<file path="src/hdl/lru_writeback_cache_set_assert.svh">
// Assertion macros shared by the RTL of the cache set.
// Each macro takes a label, clock, active-low reset, antecedent, consequent and message.
`ifndef LRU_WRITEBACK_CACHE_SET_ASSERT_SVH
`define LRU_WRITEBACK_CACHE_SET_ASSERT_SVH

// The consequent must hold in the same cycle as the antecedent.
`define LWCS_ASSERT_SAME(lbl, clk, rstn, ante, cons, msg) \
    lbl: assert property (@(posedge clk) disable iff (!(rstn)) (ante) |-> (cons)) \
        else $error(msg);

// The consequent must hold in the cycle after the antecedent.
`define LWCS_ASSERT_NEXT(lbl, clk, rstn, ante, cons, msg) \
    lbl: assert property (@(posedge clk) disable iff (!(rstn)) (ante) |=> (cons)) \
        else $error(msg);

`endif

</file>
<file path="src/hdl/lwcs_pkg.sv">
`timescale 1ns / 1ps

package lwcs_pkg;

    localparam int WAYS     = 4;
    localparam int TAG_BITS = 24;
    localparam int WAY_W    = (WAYS > 1) ? $clog2(WAYS) : 1;

    localparam int TAG_FIELD_W = 24;
    localparam int WAY_FIELD_W = 2;
    localparam int CNT_W       = 32;

    typedef enum logic [1:0] {
        S_IDLE,
        S_SCAN,
        S_UPDATE
    } t_state;

    typedef struct packed {
        logic                   action;
        logic [TAG_FIELD_W-1:0] tag;
    } t_in_item;

    typedef struct packed {
        logic                   hit;
        logic [WAY_FIELD_W-1:0] way;
        logic                   writeback;
        logic [TAG_FIELD_W-1:0] victim_tag;
        logic [CNT_W-1:0]       hit_count;
        logic [CNT_W-1:0]       miss_count;
        logic [CNT_W-1:0]       writeback_count;
    } t_out_item;

    typedef struct packed {
        logic in_stall;
        logic scan_en;
        logic upd_en;
    } t_ctl;

    localparam logic       ACT_WRITE = 1'b1;
    localparam logic [CNT_W-1:0] CNT_MAX = {CNT_W{1'b1}};

    function automatic logic [CNT_W-1:0] sat_inc(input logic [CNT_W-1:0] v);
        sat_inc = (v == CNT_MAX) ? v : v + CNT_W'(1);
    endfunction

endpackage

</file>
<file path="src/hdl/lru_writeback_cache_set.sv">
// Channel   Direction  Handshake                 Payload
// input     in         i_in_valid / o_in_stall   i_in_item  (t_in_item)
// output    out        o_out_valid / i_out_stall o_out_item (t_out_item)
//
// An item passes three steps: it is accepted, each way in turn goes through the single tag
// comparator while the least recent way is tracked, and the set state is updated.
// The block takes no new item until the current one has been written to the output register.
// A stalled output holds the update step, so the item then waits until the register frees.
// Reset is synchronous and active low; it clears valid, dirty and counters; way i gets rank i.
`timescale 1ns / 1ps

module lru_writeback_cache_set
    import lwcs_pkg::*;
(
    input  logic      i_clk,
    input  logic      i_rst_n,
    input  logic      i_in_valid,
    output logic      o_in_stall,
    input  t_in_item  i_in_item,
    output logic      o_out_valid,
    input  logic      i_out_stall,
    output t_out_item o_out_item
);

    localparam logic [WAY_W-1:0] RANK_TOP = WAY_W'(WAYS - 1);
    localparam logic [WAY_W-1:0] IDX_LAST = WAY_W'(WAYS - 1);

    t_state r_state, n_state;
    t_ctl   ctl;

    logic [TAG_BITS-1:0] r_tag   [WAYS];
    logic [WAYS-1:0]     r_valid;
    logic [WAYS-1:0]     r_dirty;
    logic [WAY_W-1:0]    r_rank  [WAYS];

    logic [CNT_W-1:0] r_hits, r_misses, r_wbs;

    logic                r_action;
    logic [TAG_BITS-1:0] r_key;
    logic [WAY_W-1:0]    r_idx;
    logic                r_found;
    logic [WAY_W-1:0]    r_hit_way;
    logic [WAY_W-1:0]    r_best;
    logic [WAY_W-1:0]    r_best_rank;

    logic      r_out_valid;
    t_out_item r_out_item;

    logic             in_accept;
    logic             cur_match;
    logic             first;
    logic             n_found;
    logic [WAY_W-1:0] n_hit_way;
    logic [WAY_W-1:0] n_best;
    logic [WAY_W-1:0] n_best_rank;
    logic [WAY_W-1:0] upd_way;
    logic [WAY_W-1:0] old_rank;
    logic             upd_wb;
    logic [WAYS-1:0]  rank_seen;

    assign in_accept   = i_in_valid && !ctl.in_stall;
    assign o_in_stall  = ctl.in_stall;
    assign o_out_valid = r_out_valid;
    assign o_out_item  = r_out_item;

    always_comb begin
        n_state = r_state;
        case (r_state)
            S_IDLE: begin
                if (in_accept) begin
                    n_state = S_SCAN;
                end
            end
            S_SCAN: begin
                if (r_idx == IDX_LAST) begin
                    n_state = S_UPDATE;
                end
            end
            S_UPDATE: begin
                if (ctl.upd_en) begin
                    n_state = S_IDLE;
                end
            end
            default: n_state = S_IDLE;
        endcase
    end

    always_comb begin
        ctl = '0;
        case (r_state)
            S_IDLE: begin
                ctl.in_stall = 1'b0;
            end
            S_SCAN: begin
                ctl.in_stall = 1'b1;
                ctl.scan_en  = 1'b1;
            end
            S_UPDATE: begin
                ctl.in_stall = 1'b1;
                ctl.upd_en   = !r_out_valid || !i_out_stall;
            end
            default: ctl.in_stall = 1'b1;
        endcase
    end

    // The single comparator looks at one way per cycle.
    always_comb begin
        first       = (r_idx == '0);
        cur_match   = r_valid[r_idx] && (r_tag[r_idx] == r_key);
        n_found     = first ? cur_match : (r_found || cur_match);
        n_hit_way   = r_hit_way;
        n_best      = r_best;
        n_best_rank = r_best_rank;
        if (cur_match && (first || !r_found)) begin
            n_hit_way = r_idx;
        end
        if (first || (r_rank[r_idx] < r_best_rank)) begin
            n_best      = r_idx;
            n_best_rank = r_rank[r_idx];
        end
    end

    always_comb begin
        upd_way  = r_found ? r_hit_way : r_best;
        old_rank = r_rank[upd_way];
        upd_wb   = !r_found && r_valid[upd_way] && r_dirty[upd_way];
    end

    always_ff @(posedge i_clk) begin
        if (!i_rst_n) begin
            r_state <= S_IDLE;
        end else begin
            r_state <= n_state;
        end
    end

    always_ff @(posedge i_clk) begin
        if (in_accept) begin
            r_action <= i_in_item.action;
            r_key    <= TAG_BITS'(i_in_item.tag);
        end
        if (!i_rst_n) begin
            r_idx <= '0;
        end else if (in_accept) begin
            r_idx <= '0;
        end else if (ctl.scan_en) begin
            r_idx <= (r_idx == IDX_LAST) ? '0 : r_idx + WAY_W'(1);
        end
        if (ctl.scan_en) begin
            r_found     <= n_found;
            r_hit_way   <= n_hit_way;
            r_best      <= n_best;
            r_best_rank <= n_best_rank;
        end
    end

    always_ff @(posedge i_clk) begin
        if (ctl.upd_en && !r_found) begin
            r_tag[upd_way] <= r_key;
        end
    end

    always_ff @(posedge i_clk) begin
        if (!i_rst_n) begin
            r_valid  <= '0;
            r_dirty  <= '0;
            r_hits   <= '0;
            r_misses <= '0;
            r_wbs    <= '0;
            for (int i = 0; i < WAYS; i++) begin
                r_rank[i] <= WAY_W'(i);
            end
        end else if (ctl.upd_en) begin
            if (r_found) begin
                r_hits <= sat_inc(r_hits);
                if (r_action == ACT_WRITE) begin
                    r_dirty[upd_way] <= 1'b1;
                end
            end else begin
                r_misses         <= sat_inc(r_misses);
                r_valid[upd_way] <= 1'b1;
                r_dirty[upd_way] <= (r_action == ACT_WRITE);
                if (upd_wb) begin
                    r_wbs <= sat_inc(r_wbs);
                end
            end
            for (int i = 0; i < WAYS; i++) begin
                if (WAY_W'(i) == upd_way) begin
                    r_rank[i] <= RANK_TOP;
                end else if (r_rank[i] > old_rank) begin
                    r_rank[i] <= r_rank[i] - WAY_W'(1);
                end
            end
        end
    end

    always_ff @(posedge i_clk) begin
        if (!i_rst_n) begin
            r_out_valid <= 1'b0;
        end else if (ctl.upd_en) begin
            r_out_valid <= 1'b1;
        end else if (!i_out_stall) begin
            r_out_valid <= 1'b0;
        end
        if (ctl.upd_en) begin
            r_out_item.hit             <= r_found;
            r_out_item.way             <= WAY_FIELD_W'(upd_way);
            r_out_item.writeback       <= upd_wb;
            r_out_item.victim_tag      <= upd_wb ? TAG_FIELD_W'(r_tag[upd_way]) : '0;
            r_out_item.hit_count       <= r_found ? sat_inc(r_hits) : r_hits;
            r_out_item.miss_count      <= r_found ? r_misses : sat_inc(r_misses);
            r_out_item.writeback_count <= upd_wb ? sat_inc(r_wbs) : r_wbs;
        end
    end

    always_comb begin
        rank_seen = '0;
        for (int i = 0; i < WAYS; i++) begin
            rank_seen[r_rank[i]] = 1'b1;
        end
    end

`include "lru_writeback_cache_set_assert.svh"

    `LWCS_ASSERT_SAME(a_rank_perm, i_clk, i_rst_n, 1'b1, &rank_seen, "recency ranks are not a permutation")
    `LWCS_ASSERT_NEXT(a_accept_scan, i_clk, i_rst_n, in_accept, (r_state == S_SCAN) && (r_idx == '0), "accepted item did not start the scan")
    `LWCS_ASSERT_SAME(a_out_wb_miss, i_clk, i_rst_n, r_out_valid && r_out_item.writeback, !r_out_item.hit, "writeback reported on a hit")
    `LWCS_ASSERT_SAME(a_out_vtag, i_clk, i_rst_n, r_out_valid && !r_out_item.writeback, r_out_item.victim_tag == '0, "victim tag set without writeback")
    `LWCS_ASSERT_NEXT(a_out_load, i_clk, i_rst_n, ctl.upd_en, r_out_valid && (r_state == S_IDLE), "update did not load the output register")

endmodule
</file>
<file path="config.mk">
export PLATFORM = sky130hd
export DESIGN_NAME = lru_writeback_cache_set
export DESIGN_NICKNAME = d
export VERILOG_FILES = /design/src/hdl/lwcs_pkg.sv /design/src/hdl/lru_writeback_cache_set.sv
export VERILOG_INCLUDE_DIRS = /design/src /design/src/hdl
export SDC_FILE = /design/constraint.sdc
export NUM_CORES = 1
export LEC_CHECK = 0
export ABC_CLOCK_PERIOD_IN_PS = 5950
export BUFFER_PORTS_ARGS = -buffer_cell sky130_fd_sc_hd__buf_2
export CAP_MARGIN = 20
export CORE_MARGIN = 2
export CORE_UTILIZATION = 54
export DETAILED_ROUTE_END_ITERATION = 10
export PLACE_DENSITY = 0.78
export SYNTH_ARGS = -nofsm -noshare
export SYNTH_HDL_FRONTEND = slang
export SYNTH_SLANG_ARGS = --single-unit
</file>
<file path="constraint.sdc">
create_clock -name i_clk -period 5.95 [get_ports i_clk]
set_clock_uncertainty 0.2 [all_clocks]
set_input_delay 0.595 -clock i_clk [delete_from_list [all_inputs] [get_ports i_clk]]
set_output_delay 0.595 -clock i_clk [all_outputs]
set_load 0.03 [all_outputs]
</file>
# ---- After elaboration in Yosys (flattened, before gate mapping)
# Memories as Yosys holds them, arrays and structs flattened. A register that Yosys moved wholly into a read port is not among the register bits.
# Index checks and enable logic that the tools add are counted.
dict set report totals {
  ff_bits 241
  ramBits 104
  in_bits 29
  out_inout_bits 126
  word_cells 169
  mem_count 2
}
dict set report op_classes {
  addsub 8
  magnitude_cmp 8
  eq_ne 15
  n_mux 80
  bitwise_logic 12
  reduce_logical 24
}
# memory depth width read_ports rd_clocked_by_memory_dff wr line_no
set memory_table {}
lappend memory_table {r_tag 4 24 2 2 1 lru_writeback_cache_set.sv:31} ;# logic [TAG_BITS-1:0] r_tag [WAYS];
lappend memory_table {r_rank 4 2 6 1 4 lru_writeback_cache_set.sv:34} ;# logic [WAY_W-1:0] r_rank [WAYS];
# operator count
set op_table {}
lappend op_table {{32-bit two-way mux} 6}
lappend op_table {{32-bit by 1-bit adder with 32-bit output (second input constant)} 3}
lappend op_table {{32-bit == test (second input constant)} 3}
lappend op_table {{1-bit two-way mux} 49}
lappend op_table {{2-bit two-way mux} 17}
lappend op_table {{24-bit == test} 1}
lappend op_table {{2-bit greater-than comparator} 4}
lappend op_table {{4-bit two-way mux} 2}
lappend op_table {{2-bit inequality test (second input constant)} 4}
lappend op_table {{1-bit bitwise OR} 8}
lappend op_table {{4-bit bitwise OR} 2}
lappend op_table {{2-bit AND reduction} 4}
lappend op_table {{2-bit by 1-bit subtractor with 2-bit output (second input constant)} 4}
lappend op_table {{1-bit logical AND} 7}
lappend op_table {{1-bit binary-select mux with 2-bit select} 3}
lappend op_table {{2-bit zero test} 3}
lappend op_table {{2-bit by 3-bit less-than comparator with 1-bit output (second input constant)} 2}
lappend op_table {{2-bit case mux with 3 select lines} 1}
lappend op_table {{4-bit bitwise mux} 1}
lappend op_table {{2-bit == test (first input constant)} 2}
lappend op_table {{2-bit == test (second input constant)} 2}
lappend op_table {{1-bit zero test} 4}
lappend op_table {{1-bit logical OR} 4}
lappend op_table {{3-bit AND reduction} 1}
lappend op_table {{9 further kinds} 10}

# ---- Depth between registers and ports, before layout
# An unclocked memory read counts as a cell.
dict set report logic_depth {
  depth_word 9
  depth_mapped 13
  mapped_depth_nobuf 11
}

# ---- Worst setup path after synthesis
# No wires, ideal clock.
dict set report synth_timing {
  path_kind {input to register}
  start {input port i_out_stall}
  end {memory r_rank[0][0] in the netlist's numbering (enable)}
  setup_ns 0.314
  t_arrival_ns 5.144
  required_time_ns 5.436
  slack_ns 0.291
  cell_stages 6
  n_path_buf 1
  path_cell_list {nand2_1 -> nand2b_1 -> inv_2 -> clkbuf_1 -> o21ai_0 -> nand2_1}
}
# element line_no
set synth_lines {}
lappend synth_lines {{from (decl)} lru_writeback_cache_set.sv:21} ;# input logic i_out_stall,
lappend synth_lines {{to (decl)} lru_writeback_cache_set.sv:34}

# ---- Worst setup path after layout
dict set report layout_timing {
  start {register r_found}
  end {register r_out_item (netlist bit o_out_item[8]), data pin}
}
dict set report layout_between {
  elab_chain_len 6
  word_cells_on_any_way 9
  classes_between {mux: 6; reduce/logical: 3}
}
# element line_no
set layout_rtl {}
lappend layout_rtl {{from (decl)} lru_writeback_cache_set.sv:41} ;# logic r_found;
lappend layout_rtl {{from (signal assigned)} lru_writeback_cache_set.sv:150} ;# r_found <= n_found;
lappend layout_rtl {{2-bit two-way mux} lru_writeback_cache_set.sv:124} ;# upd_way = r_found ? r_hit_way : r_best;
lappend layout_rtl {{1-bit binary-select mux with 2-bit select} lru_writeback_cache_set.sv:126} ;# upd_wb = !r_found && r_valid[upd_way] && r_dirty[upd_way];
lappend layout_rtl {{1-bit two-way mux (not written as such)} lru_writeback_cache_set.sv:126}
lappend layout_rtl {{1-bit logical AND} lru_writeback_cache_set.sv:126}
lappend layout_rtl {{1-bit logical AND (*)} lru_writeback_cache_set.sv:126}
lappend layout_rtl {{32-bit two-way mux (*)} n/a}
lappend layout_rtl {{to (decl)} lru_writeback_cache_set.sv:47} ;# t_out_item r_out_item;
# Mark *: on every way between the ends. The rest lies on a longest branch, timed or not. The select of a mux whose other input is x is not followed.
# A chain may end at the register's enable or synchronous reset.

==> impl_metrics.json <==
{
  "outcome": "completed",
  "synthCells": 1389,
  "fin_cells": 1948,
  "seq_area_frac_synth": 0.590,
  "worstHoldPathCells": 1,
  "via_per_inst": 5.95,
  "grt_pass1_vias": 11100,
  "num_rows": 64,
  "p_sw_frac": 0.206,
  "synth_edf_count": 260,
  "clock-root-buffer": "clkbuf_16",
  "die_area_mm2": 0.0329,
  "synth_area_mm2": 0.0170,
  "clock_sinks": 371,
  "areaGrowthSynthToFinish_pct": 13.7,
  "syn_avg_cell_area_um2": 12.2,
  "rsz0062_at_grt": "false",
  "htree_levels": 2,
  "drc": 0,
  "final_nets": 1561,
  "switchingPower_mw": 1.08,
  "slew_viol_final": 0,
  "endpoint_kind": "flop",
  "worstPathArrival_ns": 3.98,
  "routed_wl_mm": 35.5,
  "hold_violations": 0,
  "clk_pin_slew_ns": 0.06,
  "combPwrFrac": 0.031,
  "io_pins": 155,
  "cts_resized": 0,
  "wl_per_cell_um": 18.2,
  "drtIter0Drc": 1066,
  "n_antenna_cell": 0,
  "holdBufCountCts": 0,
  "drv_cap": 0,
  "grt-ovfl-total": 0,
  "dr.pass1.iters": 5,
  "grt_start_max_net_pins": 81,
  "synthDistinctLibCells": 72,
  "min_delay_worst_endpoint": "r_key[7]",
  "critPathLaunchType": "flop",
  "seqPwrFrac": 0.530,
  "power_density_mw_per_mm2": 272,
  "r2r_slack_ns": 2.02,
  "hold_path.class": "in -> reg",
  "reg2reg_depth": 8,
  "die_w_um": 181,
  "p_clk_frac": 0.438,
  "final_min_period_over_clock_period": 0.660,
  "timing_worst_slew_pin_value_ns": 1.06,
  "crit_type": "reg -> reg",
  "cts-buffers-inserted": 38,
  "cp_data_required_time_ns": 6.01,
  "via_count": 11600,
  "dp_hpwl_mm": 23.5,
  "start_util": 0.552,
  "antenna_found_initial": 0,
  "setup_violations": 0,
  "synthArstFlopShare": 0,
  "clockBufferDepth": 3,
  "path_max_fanout": 64,
  "ys_top_cells_by_count": "edfxtp_1 (260), dfxtp_1 (111), nor2_1 (109)",
  "fmax_mhz": 255,
  "p_int_mw": 4.17,
  "worst_r2r_startpoint": "r_found",
  "slew_headroom": 0.292,
  "vdd_drop_max_uv": 243,
  "finalCriticalPeriod_ns": 3.93,
  "synth.largest_area_cell": "edfxtp_1",
  "gr-usage-all-layers": 0.218,
  "die_h_um": 181,
  "post_cts_buffers": 0,
  "gp_congestion": 0.850,
  "coreArea_mm2": 0.0307,
  "r2r_end": "o_out_item[8]",
  "leakagePower_nw": 6.78,
  "dp_cells": 1876,
  "clk_latency_ns": 0.54,
  "setup-tns-final_ns": 0,
  "timing.hold.ws_ns": 0.0290,
  "cts_tree": "yes",
  "yosysMostFrequentCell": "edfxtp_1",
  "layout-drive-gt1-share": 0.202,
  "synth_top_area_frac": 0.460,
  "io_buffer_count": 154,
  "syn_nets": 1428,
  "hold_start": "i_in_item[7]",
  "ys_ff_latch": 371,
  "synth_area_leaders": "edfxtp_1 (46%), dfxtp_1 (13%), mux4_2 (5.7%)",
  "antenna_left": 0,
  "postSynth.topFlopCell": "edfxtp_1",
  "grt_first_pass_wirelength_mm": 58.0,
  "ys_warn_count": 0
}
==> state kept, by name, indices dropped and copies added (netlist names), named ones only <==
signal / count
r_action: 1
o_out_item: 124
r_key: 24
r_best: 2
r_hits: 32
r_best_rank: 2
r_state: 2
r_misses: 32
r_tag: 96
o_out_valid: 1
r_wbs: 32
r_dirty: 4
r_rank: 8
r_hit_way: 2
r_idx: 2
r_found: 1
r_valid: 4
==> how the worst max path moves through the flow <==
stage	from	to	slack [ns]	cells past startpoint
finish	r_found	o_out_item[8]	2.02	8
global route	r_found	o_out_item[8]	1.68	8
CTS	r_found	o_out_item[8]	2.02	8
detailed placement	r_found	o_out_item[17]	2.07	8
global placement	r_found	o_out_item[17]	2.20	8
floorplan	i_out_stall	r_rank[0][0]	0.29	6
==> through the flow <==
step	area (um^2)	setup slack (ns)	util	power, mW
2_1_floorplan	17000	0.291	-	2.95
3_3_place_gp	18100	2.20	0.588	3.00
3_5_place_dp	18100	2.07	0.588	3.01
4_1_cts	19300	2.02	0.627	5.30
5_1_grt	19300	1.68	0.628	5.43
6_report	19300	2.02	0.628	5.26
==> power groups by stage <==
stage | Combinational (mW) | Sequential, mW | Clock (mW)
2_1_floorplan | 0.122 | 2.83 | 0
3_3_place_gp | 0.161 | 2.84 | 0
3_5_place_dp | 0.164 | 2.84 | 0
4_1_cts | 0.166 | 2.79 | 2.35
5_1_grt | 0.179 | 2.79 | 2.46
6_report | 0.165 | 2.79 | 2.30
==> cell families after synthesis <==
kind of cell / synth area share
xor gates and xnor gates: 0.0804
and+or+nand+nor: 0.153
AOI/OAI and AO/OA: 0.0634
buffers and inverters: 0.0273
adders and majority gates: 0.00913
DFF: 0.590
muxes: 0.0759
==> critical path: stages, from the launching register on <==
cell and delay, ns:
edfxtp_1 0.86, nand2_1 0.15, o21a_1 0.20, inv_2 0.49, a21oi_1 0.20, o21ai_4 0.88
buf_12 0.35, nor3_1 0.11, xor2_1 0.17
==> metal layers <==
metal / track usage / part of all wire / routed length, um
met2: 0.356 / 0.47 / 16900
met4: 0.0650 / 0.024 / 860
met5: 0 / 0 / 0
met3: 0.0385 / 0.071 / 2530
met1: 0.302 / 0.43 / 15300
==> cell type report <==
cell class	instances	area, um^2
Sequential cell	371	10000
Clock inverter	17	159
Multi-Input combinational cell	909	6520
Tap cell	396	495
Fill cell	2340	11400
Clock buffer	53	1060
Inverter	30	118
Timing Repair Buffer	172	931
==> placed cells by master (no fill, tap or decap), drive strengths merged, types with 36 or more instances in the layout <==
cell / netlist / layout
o21ai: 36 / 36
xor2: 82 / 82
nand3: 57 / 57
xnor2: 74 / 74
dfxtp: 111 / 111
nor2: 110 / 110
nor3: 44 / 44
mux4: 43 / 43
nand2: 100 / 100
clkbuf: 59 / 53
edfxtp: 260 / 260
buf: 20 / 172
a21oi: 63 / 63
Power figures use the tool's default switching activity.
